==> src/design/wlfd_pkg.sv <==
`default_nettype none
package wlfd_pkg;

    localparam int CLS_W  = 3;
    localparam int SIZE_W = 12;
    localparam int ID_W   = 32;
    localparam int WIN_W  = 6;
    localparam int WAIT_W = 6;
    localparam int RUN_W  = 12;
    localparam int VIOL_W = 32;

    // dispatches per event and result store depth
    localparam int MAX_RESULTS = 32;
    localparam int RES_AW      = 5;
    localparam int RES_CW      = 6;

    localparam logic OP_ARRIVAL   = 1'b0;
    localparam logic OP_DEPARTURE = 1'b1;

    localparam logic CFG_WINDOW  = 1'b0;
    localparam logic CFG_SERVERS = 1'b1;

    typedef struct packed {
        logic [ID_W-1:0]   id;
        logic [SIZE_W-1:0] size;
        logic [CLS_W-1:0]  cls;
    } entry_t;

    typedef struct packed {
        logic [VIOL_W-1:0] violations;
        logic [SIZE_W-1:0] free_servers;
        logic              out_of_order;
        entry_t            job;
    } result_t;

endpackage
`default_nettype wire

==> src/design/wlfd_buf.sv <==
`default_nettype none
module wlfd_buf #(
    parameter int DEPTH = 32,
    parameter int AW    = 5
) (
    input  wire logic            clk,
    input  wire logic            we,
    input  wire logic [AW-1:0]   waddr,
    input  wire wlfd_pkg::entry_t wdata,
    input  wire logic [AW-1:0]   raddr,
    output wlfd_pkg::entry_t     rdata
);
    import wlfd_pkg::*;

    entry_t mem [DEPTH];
    entry_t rdata_reg;

    always_ff @(posedge clk)
    begin
        if (we)
        begin
            mem[waddr] <= wdata;
        end
        rdata_reg <= mem[raddr];
    end

    assign rdata = rdata_reg;
endmodule
`default_nettype wire

==> config.mk <==
export PLATFORM = sky130hd
export DESIGN_NAME = wlfd_buf
export DESIGN_NICKNAME = d
export VERILOG_FILES = /design/src/design/wlfd_pkg.sv /design/src/design/wlfd_buf.sv
export SDC_FILE = /design/constraint.sdc
export NUM_CORES = 1
export LEC_CHECK = 0
export BUFFER_PORTS_ARGS = -buffer_cell sky130_fd_sc_hd__buf_2
export CORE_UTILIZATION = 50
export DETAILED_ROUTE_END_ITERATION = 16
export PLACE_DENSITY = 0.78
export SYNTH_ARGS = -nofsm -noshare
export SYNTH_HDL_FRONTEND = slang
export SYNTH_SLANG_ARGS = --single-unit
==> constraint.sdc <==
create_clock -name clk -period 4.15 [get_ports clk]
set_input_delay 0.6225 -clock clk [delete_from_list [all_inputs] [get_ports clk]]
set_output_delay 0.6225 -clock clk [all_outputs]
set_load 0.02 [all_outputs]
-- After elaboration in Yosys (flattened, before gate mapping)
Memories as Yosys holds them, arrays and structs flattened. A register that Yosys moved wholly into a read port is not among the register bits.
Index checks and enable logic that the tools add are counted.
- input port bits: 59
- memory bits (writable): 1504
- memories kept: 1
- register bits: 0
- memories (memory ; depth ; width ; read ports ; clocked after memory_dff ; wr ports ; line ; source):
    mem ; 32 ; 47 ; 1 ; 1 ; 1 ; wlfd_buf.sv:15 ; entry_t mem [DEPTH];
- multiplexer cells: 2
- operator list (kind ; count):
    1-bit 2-to-1 mux ; 2

-- Depth between registers and ports, before layout
- depth in word-level cells: 2
- gate-level depth with buffers: 8

-- Worst setup path after synthesis
No wires, ideal clock.
- kind: in2reg
- start: input port waddr[1]
- end: memory mem[12][0] (netlist bit), enable pin
- cell stages on the path: 3
- setup time: 0.452 ns
- data arrival time: 3.256 ns
- setup slack: 0.443 ns
- required time: 3.698 ns
- cell sequence: or3b_2 -> clkbuf_1 -> nor2_1
- RTL lines (element ; line ; source):
    start: declaration ; wlfd_buf.sv:8 ; input wire logic [AW-1:0] waddr,
    end: declaration ; wlfd_buf.sv:15 ;
Straight into the memory's write port.

-- Worst setup path in the final report
- start: input port waddr[1]
- end: memory mem[1][29] (netlist bit), enable pin
Straight into the memory's write port.

==> impl_metrics.yaml <==
global_routing:
  track_usage: 0.225
  antenna_found_initial: 8
  met2_usage: 0.360
  grt_util_met1: 0.309
  use_met3: 0.0437
  grt_pass1_wl_mm: 200
  grt_pass1_vias: 31100
  overflow: 0
  busiest_layer: "met2"
  grt_start_max_net_pins: 73
logic_synthesis:
  synthSimpleGateAreaFrac: 0.0290
  yosysUniqueCellTypes: 26
  synth_most_common_cell: "edfxtp_1"
  synth-main-ff-cell: "edfxtp_1"
  postSynth.asyncResetShare: 0
  syn_inst: 3296
  synth-xor-area-share: 0
  synth.net_count: 3355
  synth_fa_ha_area_frac: 0
  synth-seq-area-share: 0.775
  synth_top_area_frac: 0.759
  syn_area_sq_um: 59500
  muxShareOfSynthArea: 0.127
  synth-edff-count: 1504
  synth-compound-area-share: 0.0485
  synth_top_family_by_area: "multiplexers"
  synthTopCellsByArea: "edfxtp_1 (76%), mux2i_1 (13%), a22oi_1 (1.8%)"
  synth-seq-cells: 1551
  avgSynthCellArea_sq_um: 18.0
  synth_top_area_cell: "edfxtp_1"
  synth_common_cells: "edfxtp_1 (1504), mux2i_1 (752), nand2_1 (143), nand3_1 (143)"
  ys_warn_count: 0
hold_path:
  hold_class: "input pin to flop"
  hold_depth: 1
timing:
  clock.fmax_mhz: 445
  hold_violations: 0
  fin_setup_tns_ns: 0
  tightest_slew_ns: 1.01
  rsz0062_at_grt: "no"
  min_period_over_period: 0.541
  setup_violations: 0
  slew-limit-headroom: 0.322
  finalClockSkew_ns: 0.0249
  drv_slew: 0
  period_needed_ns: 2.25
floorplan:
  die_x_microns: 347
  io_pins: 106
  fp.dieH_microns: 347
  num_rows: 126
  dieArea_sq_um: 120000
  initial_core_util: 0.504
  core_sq_um: 118000
cells_and_area:
  nFillCells: 8469
  multi_input_area_sq_um: 12400
  drive_gt1_frac: 0.133
  area_growth_pct: 12.7
  regArea_sq_um: 46100
  nets: 3534
  design_area_sq_um: 67000
  largest_reg_flops: 1504
pwr:
  p_seq_frac: 0.541
  power_leakage_uw: 0.0234
  power.switching_uw: 6770
  clockPowerShare: 0.407
  powerDensity_nw_per_um2: 482
  p_int_uw: 25600
  switching_share: 0.209
  ir_worst_vdd_mv: 0.383
  pwr-share-comb: 0.052
routing:
  postRouteAntennaNets: 0
  drt_iter0_drc: 3737
  drc: 0
  avgRoutedWirePerCell_microns: 26.5
  vias_per_cell: 6.05
  first_pass_iters: 6
  wirelength_mm: 136
  dr_total_vias: 31100
clock_network:
  cts-resized-gates: 0
  cts_setup_buffers: 0
  clock_latency_ns: 0.74
  cts-htree-levels: 4
  tritoncts: "built"
  cts_made_buffers: 144
  cts_buffer_depth: 3
  cts_hold_buf: 0
  clk_pin_slew_ns: 0.06
  cts-root-buf: "clkbuf_16"
  cts.sinks: 1551
setup_path:
  cp.depth: 4
  rr_worst_depth: 5
  critPathSlowestCell: "buf_4"
  crit_buf_inv: 2
  worstSetupStartpointType: "input pin"
  cp.arrival_ns: 2.60
  end_kind: "flop"
  cp_max_fo: 47
  crit_family: "simple AND/OR/NAND/NOR gates"
  cp_cell_sequence: "buf_2, nand3b_1, nor2_4, buf_4"
  critPathKind: "input pin to flop"
  cpPeakStageDelay_ns: 0.76
  crit_required_ns: 4.51
placement:
  port_buffers: 105
  gp_congestion: 0.785
  place_area_sq_um: 62300
  dpl.hpwl_mm: 73.7
status:
  status: "completed"
run:
  drv_cap: 0
[cells in the final DEF (no fill, tap or decap), types with 3 or more instances in the layout]
master | Yosys | layout
edfxtp_1 | 1504 | 1504
mux2i_1 | 752 | 752
clkbuf_16 | 0 | 152
nand3_1 | 143 | 143
nand2_1 | 143 | 142
a22oi_1 | 141 | 141
a21oi_1 | 141 | 141
buf_2 | 31 | 104
a22o_1 | 94 | 94
buf_4 | 35 | 81
nor3_1 | 47 | 47
a31oi_1 | 47 | 47
dfxtp_1 | 47 | 47
buf_12 | 0 | 35
nor2_4 | 0 | 33
clkbuf_1 | 74 | 29
clkinv_2 | 0 | 27
clkinv_1 | 0 | 24
clkbuf_8 | 0 | 12
bufinv_16 | 0 | 11
nand3b_1 | 5 | 5
clkinv_4 | 0 | 4
clkinvlp_4 | 0 | 4
diode_2 | 0 | 3
or3b_2 | 3 | 3
inv_6 | 0 | 3
[power by group through the flow]
stage / combinational, uW / sequential [uW] / clock [uW]
after global placement: 1620 / 17800 / 0
after detailed placement: 1660 / 17800 / 0
after floorplan: 908 / 17900 / 0
after CTS: 1670 / 17500 / 13300
final: 1680 / 17500 / 13200
after global routing: 1780 / 17500 / 13800
[per-layer routing]
layer,wire [microns],share of wire
met1,54900,0.40
met2,65700,0.48
met3,11900,0.088
met4,3650,0.027
met5,81,0.00059
[final timing paths]
path | startpoint | endpoint | slack, ns
max | waddr[1] | mem[1][29] | 1.90
max reg2reg | mem[0][26] | rdata[26] | 2.64
min | wdata[11] | mem[15][11] | 0.37
min reg2reg | mem[10][34] | rdata[34] | 0.59
[cell type report]
| type | count | area share |
|---|---|---|
| Clock inverter | 74 | 0.00989 |
| Antenna cell | 3 | 0.000112 |
| Sequential cell | 1551 | 0.688 |
| Clock buffer | 193 | 0.0608 |
| Timing Repair Buffer | 221 | 0.0275 |
| Tap cell | 1536 | 0.0287 |
| Multi-Input combinational cell | 1557 | 0.185 |
[logic make-up after synthesis]
| kind of cell | count (synthesis) |
|---|---|
| compound gates | 423 |
| simple gates | 382 |
| buf+inv | 188 |
| mux | 752 |
| flops | 1551 |
[through the flow]
step	power [uW]	hold WS [ns]	utilization	setup WS, ns	cells
detailed placement	19500	0.582	0.528	1.25	4865
finish	32300	0.366	0.569	1.90	5135
global route	33100	0.373	0.568	1.91	5132
floorplan	18800	0.554	-	0.443	3296
global placement	19400	0.572	0.528	1.21	4865
CTS	32400	0.323	0.568	2.01	5132
(Power assumes the default switching activity.)
