[src/design/wlfd_pkg.sv]
`default_nettype none
package wlfd_pkg;

    localparam int CLS_W  = 3;
    localparam int SIZE_W = 12;
    localparam int ID_W   = 32;
    localparam int WIN_W  = 6;
    localparam int WAIT_W = 6;
    localparam int RUN_W  = 12;
    localparam int VIOL_W = 32;

    // dispatches per event and result store depth
    localparam int MAX_RESULTS = 32;
    localparam int RES_AW      = 5;
    localparam int RES_CW      = 6;

    localparam logic OP_ARRIVAL   = 1'b0;
    localparam logic OP_DEPARTURE = 1'b1;

    localparam logic CFG_WINDOW  = 1'b0;
    localparam logic CFG_SERVERS = 1'b1;

    typedef struct packed {
        logic [ID_W-1:0]   id;
        logic [SIZE_W-1:0] size;
        logic [CLS_W-1:0]  cls;
    } entry_t;

    typedef struct packed {
        logic [VIOL_W-1:0] violations;
        logic [SIZE_W-1:0] free_servers;
        logic              out_of_order;
        entry_t            job;
    } result_t;

endpackage
`default_nettype wire

[src/design/wlfd_fit.sv]
`default_nettype none
module wlfd_fit #(
    parameter int AW = 5
) (
    input  wire logic                        clk,
    input  wire logic                        rst_n,
    input  wire logic                        clear,
    input  wire logic                        en,
    input  wire wlfd_pkg::entry_t            ent,
    input  wire logic [AW-1:0]               idx,
    input  wire logic [wlfd_pkg::SIZE_W-1:0] free,
    output logic                             found,
    output logic [AW-1:0]                    best_idx,
    output wlfd_pkg::entry_t                 best
);
    import wlfd_pkg::*;

    logic    found_reg;
    logic    found_next;
    logic [AW-1:0] idx_reg;
    logic [AW-1:0] idx_next;
    entry_t  best_reg;
    entry_t  best_next;
    logic    take;

    // strictly larger keeps the earliest entry on a tie
    assign take = (ent.size <= free) && (!found_reg || (ent.size > best_reg.size));

    always_comb
    begin
        found_next = found_reg;
        idx_next   = idx_reg;
        best_next  = best_reg;
        if (clear)
        begin
            found_next = 1'b0;
        end
        else if (en && take)
        begin
            found_next = 1'b1;
            idx_next   = idx;
            best_next  = ent;
        end
    end

    always_ff @(posedge clk or negedge rst_n)
    begin
        if (!rst_n)
        begin
            found_reg <= 1'b0;
        end
        else
        begin
            found_reg <= found_next;
        end
    end

    always_ff @(posedge clk)
    begin
        idx_reg  <= idx_next;
        best_reg <= best_next;
    end

    assign found    = found_reg;
    assign best_idx = idx_reg;
    assign best     = best_reg;
endmodule
`default_nettype wire
[config.mk]
export PLATFORM = sky130hd
export DESIGN_NAME = wlfd_fit
export DESIGN_NICKNAME = d
export VERILOG_FILES = /design/src/design/wlfd_pkg.sv /design/src/design/wlfd_fit.sv
export SDC_FILE = /design/constraint.sdc
export NUM_CORES = 1
export LEC_CHECK = 0
export BUFFER_PORTS_ARGS = -buffer_cell sky130_fd_sc_hd__buf_2
export CAP_MARGIN = 20
export CORE_MARGIN = 2
export CORE_UTILIZATION = 44
export DETAILED_ROUTE_END_ITERATION = 10
export PLACE_DENSITY = 0.86
export SETUP_SLACK_MARGIN = 0.05
export SYNTH_ARGS = -nofsm -noshare
export SYNTH_HDL_FRONTEND = slang
export SYNTH_SLANG_ARGS = --single-unit
[constraint.sdc]
create_clock -name clk -period 6 [get_ports clk]
set_clock_uncertainty 0.2 [all_clocks]
set_input_delay 0.3 -clock clk [delete_from_list [all_inputs] [get_ports clk]]
set_output_delay 0.3 -clock clk [all_outputs]
set_load 0.02 [all_outputs]
* Yosys cells after proc, flatten, opt, wreduce, memory -nomap -nowiden
Cells that the tools add are included. W data, S select, Z words.
Operators by class: order comparisons 2, muxes and demuxes 2, bitwise logic cells 1, reduce and logical (&&, ||, !) cells 6
Operators by type and width (number):
- $gt A12 B12 Y1 | 1
- $le A12 B12 Y1 | 1
- $logic_and A1 B1 Y1 | 2
- $mux W1 | 2
- $reduce_and A2 Y1 | 1
- $reduce_bool A2 Y1 | 1
- $logic_not A1 Y1 | 1
- $logic_or A1 B1 Y1 | 1
- $not A1 Y1 | 1
Storage, ports and cells: bits in registers 53, input bits 68, output and inout bits 53, logic and storage cells 16

* Logic depth before layout (Yosys ltp)
Gate-level depths: netlist of run 1.
word-level depth 6, gate-level depth with buffers 7, gate-level depth less buffers 7

* Worst setup path after synthesis of run 1
No wires, ideal clock.
kind flip-flop to flip-flop, from register best_reg, in the netlist best[8], to register best_reg, in the netlist best[0], enable pin, setup time 0.506 ns, data arrival time 4.458 ns, required time 5.294 ns, slack 0.836 ns, cell stages (with the launch flop) 8, clock period less this slack 5.164 ns, cells stage by stage edfxtp_1 > inv_1 > ha_1 > a21o_1 > nand3_1 > a21oi_1 > a2111oi_2 > a2111oi_2
On the way: longest elaborated chain between the ends 5
Ends and longest elaborated chain:
- start: declaration | RTL line wlfd_fit.sv:22 | entry_t best_reg;
- start signal: assignment | RTL line wlfd_fit.sv:61 | best_reg <= best_next;
- $gt A12 B12 Y1 | RTL line wlfd_fit.sv:27 | assign take = (ent.size <= free) && (!found_reg || (ent.size > best_reg.size));
- $logic_or A1 B1 Y1 | RTL line wlfd_fit.sv:27
- $logic_and A1 B1 Y1 | RTL line wlfd_fit.sv:27
- $logic_and A1 B1 Y1 | RTL line wlfd_fit.sv:38 | else if (en && take)
- $reduce_and A2 Y1 (no source line)
No other way between the ends. A chain may end at the register's enable or synchronous reset.

* Worst setup path in the final report of run 1
from input port ent[3] (netlist bit), to register best_reg, in the netlist best[29], enable pin
On the way: longest elaborated chain between the ends 5
Ends and longest elaborated chain:
- start: declaration | RTL line wlfd_fit.sv:9 | input wire wlfd_pkg::entry_t ent,
- $gt A12 B12 Y1 | RTL line wlfd_fit.sv:27
- $logic_or A1 B1 Y1 | RTL line wlfd_fit.sv:27
- $logic_and A1 B1 Y1 * | RTL line wlfd_fit.sv:27
- $logic_and A1 B1 Y1 * | RTL line wlfd_fit.sv:38
- $reduce_and A2 Y1 (no source line) *
Every way passes the cells marked *; elsewhere a longest branch is shown, timed or not.

==> results.toml, run 1 <==
[synthesis]
yosys-mux-area-fraction = 0
ys.warnings.count = 0
syn_nets = 229
synth_cells = 137
ys_types = 20
syn-mean-instance-area_um2 = 16.3
synth_top_family_by_area = "adder cells"
syn_area_mm2 = 0.00223
synth_fa_ha_area_frac = 0.135
synth_compound_area_frac = 0.0717
yosysSeqAreaShare = 0.711
synth_xor_area_frac = 0
ys_ff_latch = 53
synth-simple-area-share = 0.0426

[floorplan]
rows = 25
io_pins = 121
chipWidth_um = 75.2
coreArea_mm2 = 0.00482
die_area_mm2 = 0.00566
start_util = 0.463
die_y_um = 75.2

[drt]
drt_first_pass_iters = 4
vias = 1821
highest-signal-layer = "met4"
drt-met1-wl_um = 2210
wl_met2_um = 3100
routedWlPerCell_um = 16.3
dr_wl_met3_um = 666
via_per_inst = 4.84
post-route-drc-count = 0
antenna_left = 0
routed_wl_um = 6150
drtIter0Drc = 120

[timing]
drv_slew = 0
period_share = 0.474
worst_pin_slew_ns = 0.654
finalSetupViolCount = 0
hold_slack_ns = 0.0134
hold_viol = 0
fmax_mhz = 352
finalCriticalPeriod_ns = 2.84
rsz0062_at_grt = "no"
slew_headroom = 0.564
tns_ns = 0

[global_routing]
gr-total-overflow = 0
antenna_found_initial = 0
grt_pass1_vias = 1900
grt_max_degree = 53
grt.total_usage = 0.218
grt_pass1_wl_um = 8920

[critical_path]
critPathLaunch = "ent[3]"
critPathArrivalTime_ns = 2.58
path_cells = "dlygate4sd3_1 -> buf_2 -> inv_1 -> ha_1 -> nor2b_4 -> o211ai_2 -> a211o_1 -> a32oi_2 -> a2111oi_4 -> buf_4"
critPathKind = "input port to flop"
r2r_cells = 7
cp-start-kind = "input port"
cpPeakStageDelay_ns = 0.57
reg2reg_to = "best[29]$_DFFE_PP_"
regToRegStartpoint = "best[13]$_DFFE_PP_"
end_kind = "flop"
slowest_stage = "buf_4"
regToRegSetupSlack_ns = 3.30
path_max_fanout = 52
cp.required_ns = 5.74

[clock_network]
ctsResizeCount = 0
postCtsSetupRepairBufs = 0
path_clk_slew_ns = 0.10
tritoncts = "done"
clockBufferDepth = 2
clock_latency_ns = 0.30
cts_buffers = 5
root_buffer = "clkbuf_8"
ctsHoldBuffers = 43
clock-sinks = 53
htree_levels = 2

[layout]
final_cell_mix = "buf_2, edfxtp_1, dlygate4sd3_1"
antenna-diode-count = 0
layout_commonest_cell = "buf_2"
largest_reg_flops = 47
nets = 400
area_delta_synth_final_pct = 54.9
drive_gt1_frac = 0.437
nFillCells = 349

[worst_hold_path]
min-delay-start = "ent[9]"
whs_path_depth = 1
min_to = "best[9]$_DFFE_PP_"
hp-class = "input port to flop"

[power]
pwr-share-clk = 0.265
p_sw_mw = 0.194
powerDensity_mw_per_mm2 = 221
internal_power_mw = 0.571
power_frac_comb = 0.171
p_seq_frac = 0.565
p_leak_nw = 1.57
vdd_drop_max_mv = 0.124
swShare = 0.253

[place]
port_buffers = 120
gp_congestion = 0.777
dp_hpwl_um = 3690

[outcome]
outcome = "finished, final reports clean"

[flow_run]
drv_cap = 0
## routing by layer
layer,global-route usage,vias to the layer above
li1,-,862
met1,0.237,834
met2,0.394,109
met3,0.0669,16
met4,0.0897,0
met5,0,-
## cell families (layout without fill, tap and decap cells)
logic type               count (synthesis)  in the layout
adder cells (fa/ha/maj)                 24             24
flip-flops                              53             53
AO/OA/AOI/OAI                           20             20
AND/OR/NAND/NOR                         16             16
buffers and inverters                   24            196
## power by group through the flow
stage          clock, mW  combinational [mW]  sequential [mW]
2_1_floorplan          0              0.0367            0.461
3_3_place_gp           0               0.103            0.439
3_5_place_dp           0               0.106            0.439
4_1_cts            0.203               0.128            0.430
5_1_grt            0.217               0.143            0.433
6_report           0.202               0.130            0.432
## critical path: cells and delay by family
family / cells / cell delay [ns]
buffers and inverters: 4 / 1.31
adder cells (fa/ha/maj): 1 / 0.20
AO/OA/AOI/OAI: 4 / 0.69
AND/OR/NAND/NOR: 1 / 0.05
## final cells by class
class / count / area, um2 / share of cell area
Timing Repair Buffer: 164 / 1040 / 0.300
Sequential cell: 53 / 1590 / 0.459
Clock buffer: 5 / 68.8 / 0.0199
Multi-Input combinational cell: 60 / 568 / 0.164
Tap cell: 67 / 83.8 / 0.0242
Clock inverter: 3 / 21.3 / 0.00615
Inverter: 24 / 90.1 / 0.0261
## how the worst max path moves through the flow
stage / to / slack (ns) / cells past startpoint
after floorplan: best[0]$_DFFE_PP_ / 0.84 / 7
after global placement: best[44]$_DFFE_PP_ / 3.27 / 7
after detailed placement: best[2]$_DFFE_PP_ / 3.23 / 8
after CTS: best[20]$_DFFE_PP_ / 3.17 / 10
after global routing: best[29]$_DFFE_PP_ / 3.03 / 10
final: best[29]$_DFFE_PP_ / 3.16 / 10
## metrics by stage
stage | power, mW | setup slack, ns | utilization | instances | cell area (um2)
2_1_floorplan | 0.498 | 0.836 | - | 137 | 2230
3_3_place_gp | 0.542 | 3.27 | 0.610 | 325 | 2940
3_5_place_dp | 0.545 | 3.23 | 0.610 | 325 | 2940
4_1_cts | 0.762 | 3.17 | 0.718 | 376 | 3460
5_1_grt | 0.793 | 3.03 | 0.718 | 376 | 3460
6_report | 0.765 | 3.16 | 0.718 | 376 | 3460
## cells in the mapped netlist
cell	number	area (um2)
a21o_1	1	7.51
o21a_1	2	15.0
nand2_1	3	11.3
nor4_1	1	6.26
nor3_1	1	5.00
a21oi_2	1	8.76
nand4_1	6	37.5
inv_1	24	90.1
a2111oi_2	2	30.0
a32oi_2	1	16.3
ha_1	24	300
dfrtp_1	1	25.0
a211o_1	2	17.5
o211ai_1	1	7.51
o211ai_2	1	12.5
a21oi_1	9	45.0
nor2b_1	1	6.26
nor2b_4	1	13.8
nand3_1	3	15.0
edfxtp_1	52	1560
Note: power is estimated with default switching activity, not from simulation.
==> run 2, diff against run 1 <==
Settings changed: CORE_UTILIZATION 44 to 40, PLACE_DENSITY 0.86 to 0.83.
Clock period 6 ns to 2.5 ns, I/O delays scaled along.
==> run 2 against run 1 <==
Effect of this change:
- final area increased by 8.0%
- first-iteration DRC count decreased by 46%
- routed wire length decreased by 8.5%
- non-clock buffer count increased by 18
- utilization decreased by 3.1 points
- setup slack got worse by 3.1 ns
- hold slack about the same
- clock power increased by 120%
- flip-flop and latch count unchanged
- register-to-register slack got worse by 3.2 ns
- combinational power increased to 2.8 times the previous value
- via count increased by 0.71%
- critical endpoint is now best[12]$_DFFE_PP_
==> results.toml, run 2 (same netlist as run 1, synthesis figures left out) <==
[drt]
antenna_left = 0
routedWlPerCell_um = 14.1
drt_first_pass_iters = 4
vias = 1834
post-route-drc-count = 0
routed_wl_um = 5620
via_per_inst = 4.61
drtIter0Drc = 65

[layout]
largest_reg_flops = 47
drive_gt1_frac = 0.439
nFillCells = 403
layout_commonest_cell = "buf_2"
nets = 418
area_delta_synth_final_pct = 67.2
antenna-diode-count = 0
final_cell_mix = "buf_2, dlygate4sd3_1, edfxtp_1"

[place]
gp_congestion = 0.752
port_buffers = 120
dp_hpwl_um = 3660
post-place-ws_ns = 0.0519

[floorplan]
die_area_mm2 = 0.00619
coreArea_mm2 = 0.00544
rows = 27
start_util = 0.410
chipWidth_um = 78.7
die_y_um = 78.7
io_pins = 121

[timing]
slew_headroom = 0.700
worst_pin_slew_ns = 0.446
period_share = 0.963
tns_ns = 0
rsz0062_at_grt = "yes"
finalSetupViolCount = 0
hold_viol = 0
finalCriticalPeriod_ns = 2.41
drv_slew = 0
setup_slack_ns = 0.0923
fmax_mhz = 415

[global_routing]
grt.total_usage = 0.170
antenna_found_initial = 0
grt_pass1_wl_um = 8020
grt_max_degree = 28
gr-total-overflow = 0
grt_pass1_vias = 1814

[clock_network]
tritoncts = "done"
clock_latency_ns = 0.30
path_clk_slew_ns = 0.09
root_buffer = "clkbuf_8"
cts_buffers = 5
clockBufferDepth = 2
htree_levels = 2
clock-sinks = 53

[critical_path]
path_max_fanout = 13
critPathKind = "flop to flop"
cp-start-kind = "flop"
reg2reg_to = "best[12]$_DFFE_PP_"
cp.required_ns = 2.32
regToRegStartpoint = "best[4]$_DFFE_PP_"
r2r_cells = 8
critPathArrivalTime_ns = 2.23
regToRegSetupSlack_ns = 0.09
end_kind = "flop"

[worst_hold_path]
min-delay-start = "en"
min_to = "found$_DFFE_PN0P_"
whs_path_depth = 3
hp-class = "input port to flop"

[power]
powerDensity_mw_per_mm2 = 492
vdd_drop_max_mv = 0.235
p_leak_nw = 1.67
power.total_mw = 1.84

[outcome]
outcome = "finished, final reports clean"

[flow_run]
drv_cap = 0
==> run 2: cell count changes in the layout (fill, tap and decap cells not counted) <==
cell	before	now
dlygate4sd3_1	43	55
clkbuf_16	0	3
buf_12	0	2
ha_1	24	22
ha_4	0	2
buf_6	0	1
clkinv_1	0	1
clkinv_2	1	0
inv_1	24	23
inv_2	0	1
inv_6	1	0
nor2b_1	1	0
nor2b_4	1	2
==> run 2: stage by stage <==
stage / std cells / hold WS [ns] / utilization / cell area (um2)
final: 398 / 0.0131 / 0.686 / 3730
after global routing: 398 / 0.0605 / 0.686 / 3730
after CTS: 393 / 0.00237 / 0.658 / 3580
after detailed placement: 331 / -0.294 / 0.542 / 2950
after global placement: 331 / -0.292 / 0.542 / 2950
after floorplan: 137 / -0.371 / - / 2240
==> run 2: layout make-up <==
class / count / area (um2) / area share
Sequential cell: 53 / 1590 / 0.425
Timing Repair Buffer: 182 / 1280 / 0.344
Multi-Input combinational cell: 60 / 601 / 0.161
Inverter: 24 / 90.1 / 0.0241
Tap cell: 72 / 90.1 / 0.0241
Clock buffer: 5 / 68.8 / 0.0184
Clock inverter: 2 / 11.3 / 0.00302
==> run 2: worst max path at each step <==
stage	start	to	slack [ns]	cells past startpoint
floorplan	best[4]$_DFFE_PP_	best[0]$_DFFE_PP_	-1.27	6
global placement	best[8]$_DFFE_PP_	best[43]$_DFFE_PP_	0.1	8
detailed placement	best[13]$_DFFE_PP_	best[43]$_DFFE_PP_	0.05	7
CTS	best[13]$_DFFE_PP_	best[11]$_DFFE_PP_	0.03	7
global route	best[4]$_DFFE_PP_	best[40]$_DFFE_PP_	0.01	8
finish	best[4]$_DFFE_PP_	best[12]$_DFFE_PP_	0.09	8
==> run 2: per-layer routing <==
metal,routed length (um),global-route usage,vias up
li1,-,-,893
met4,145,0.0807,0
met3,361,0.0318,13
met1,2120,0.187,851
met2,3000,0.315,77
met5,0,0,-
==> run 2: critical path, stage by stage (launching register included) <==
cell and delay, ns:
edfxtp_1 0.36, inv_2 0.05, ha_4 0.26, nor2b_4 0.12
o211ai_1 0.09, a211o_1 0.30, a2111oi_4 0.36, buf_6 0.21
clkbuf_16 0.18
==> run 2: what timing repair did <==
| action | CTS | global route |
|---|---|---|
| pin swaps | 0 | 3 |
| cloned | 0 | 3 |
| setup endpoints to repair | 52 | 52 |
| hold buffers | 55 | 0 |
| gates resized for setup | 0 | 12 |
| endpoints found under the hold margin | 54 | 0 |
| setup buffers | 0 | 2 |
==> run 2: power breakdown <==
part / total, mW / internal, mW / switching [mW]
Clock: 0.444 / 0.188 / 0.256
Sequential: 1.03 / 1.02 / 0.0116
Combinational: 0.358 / 0.187 / 0.171
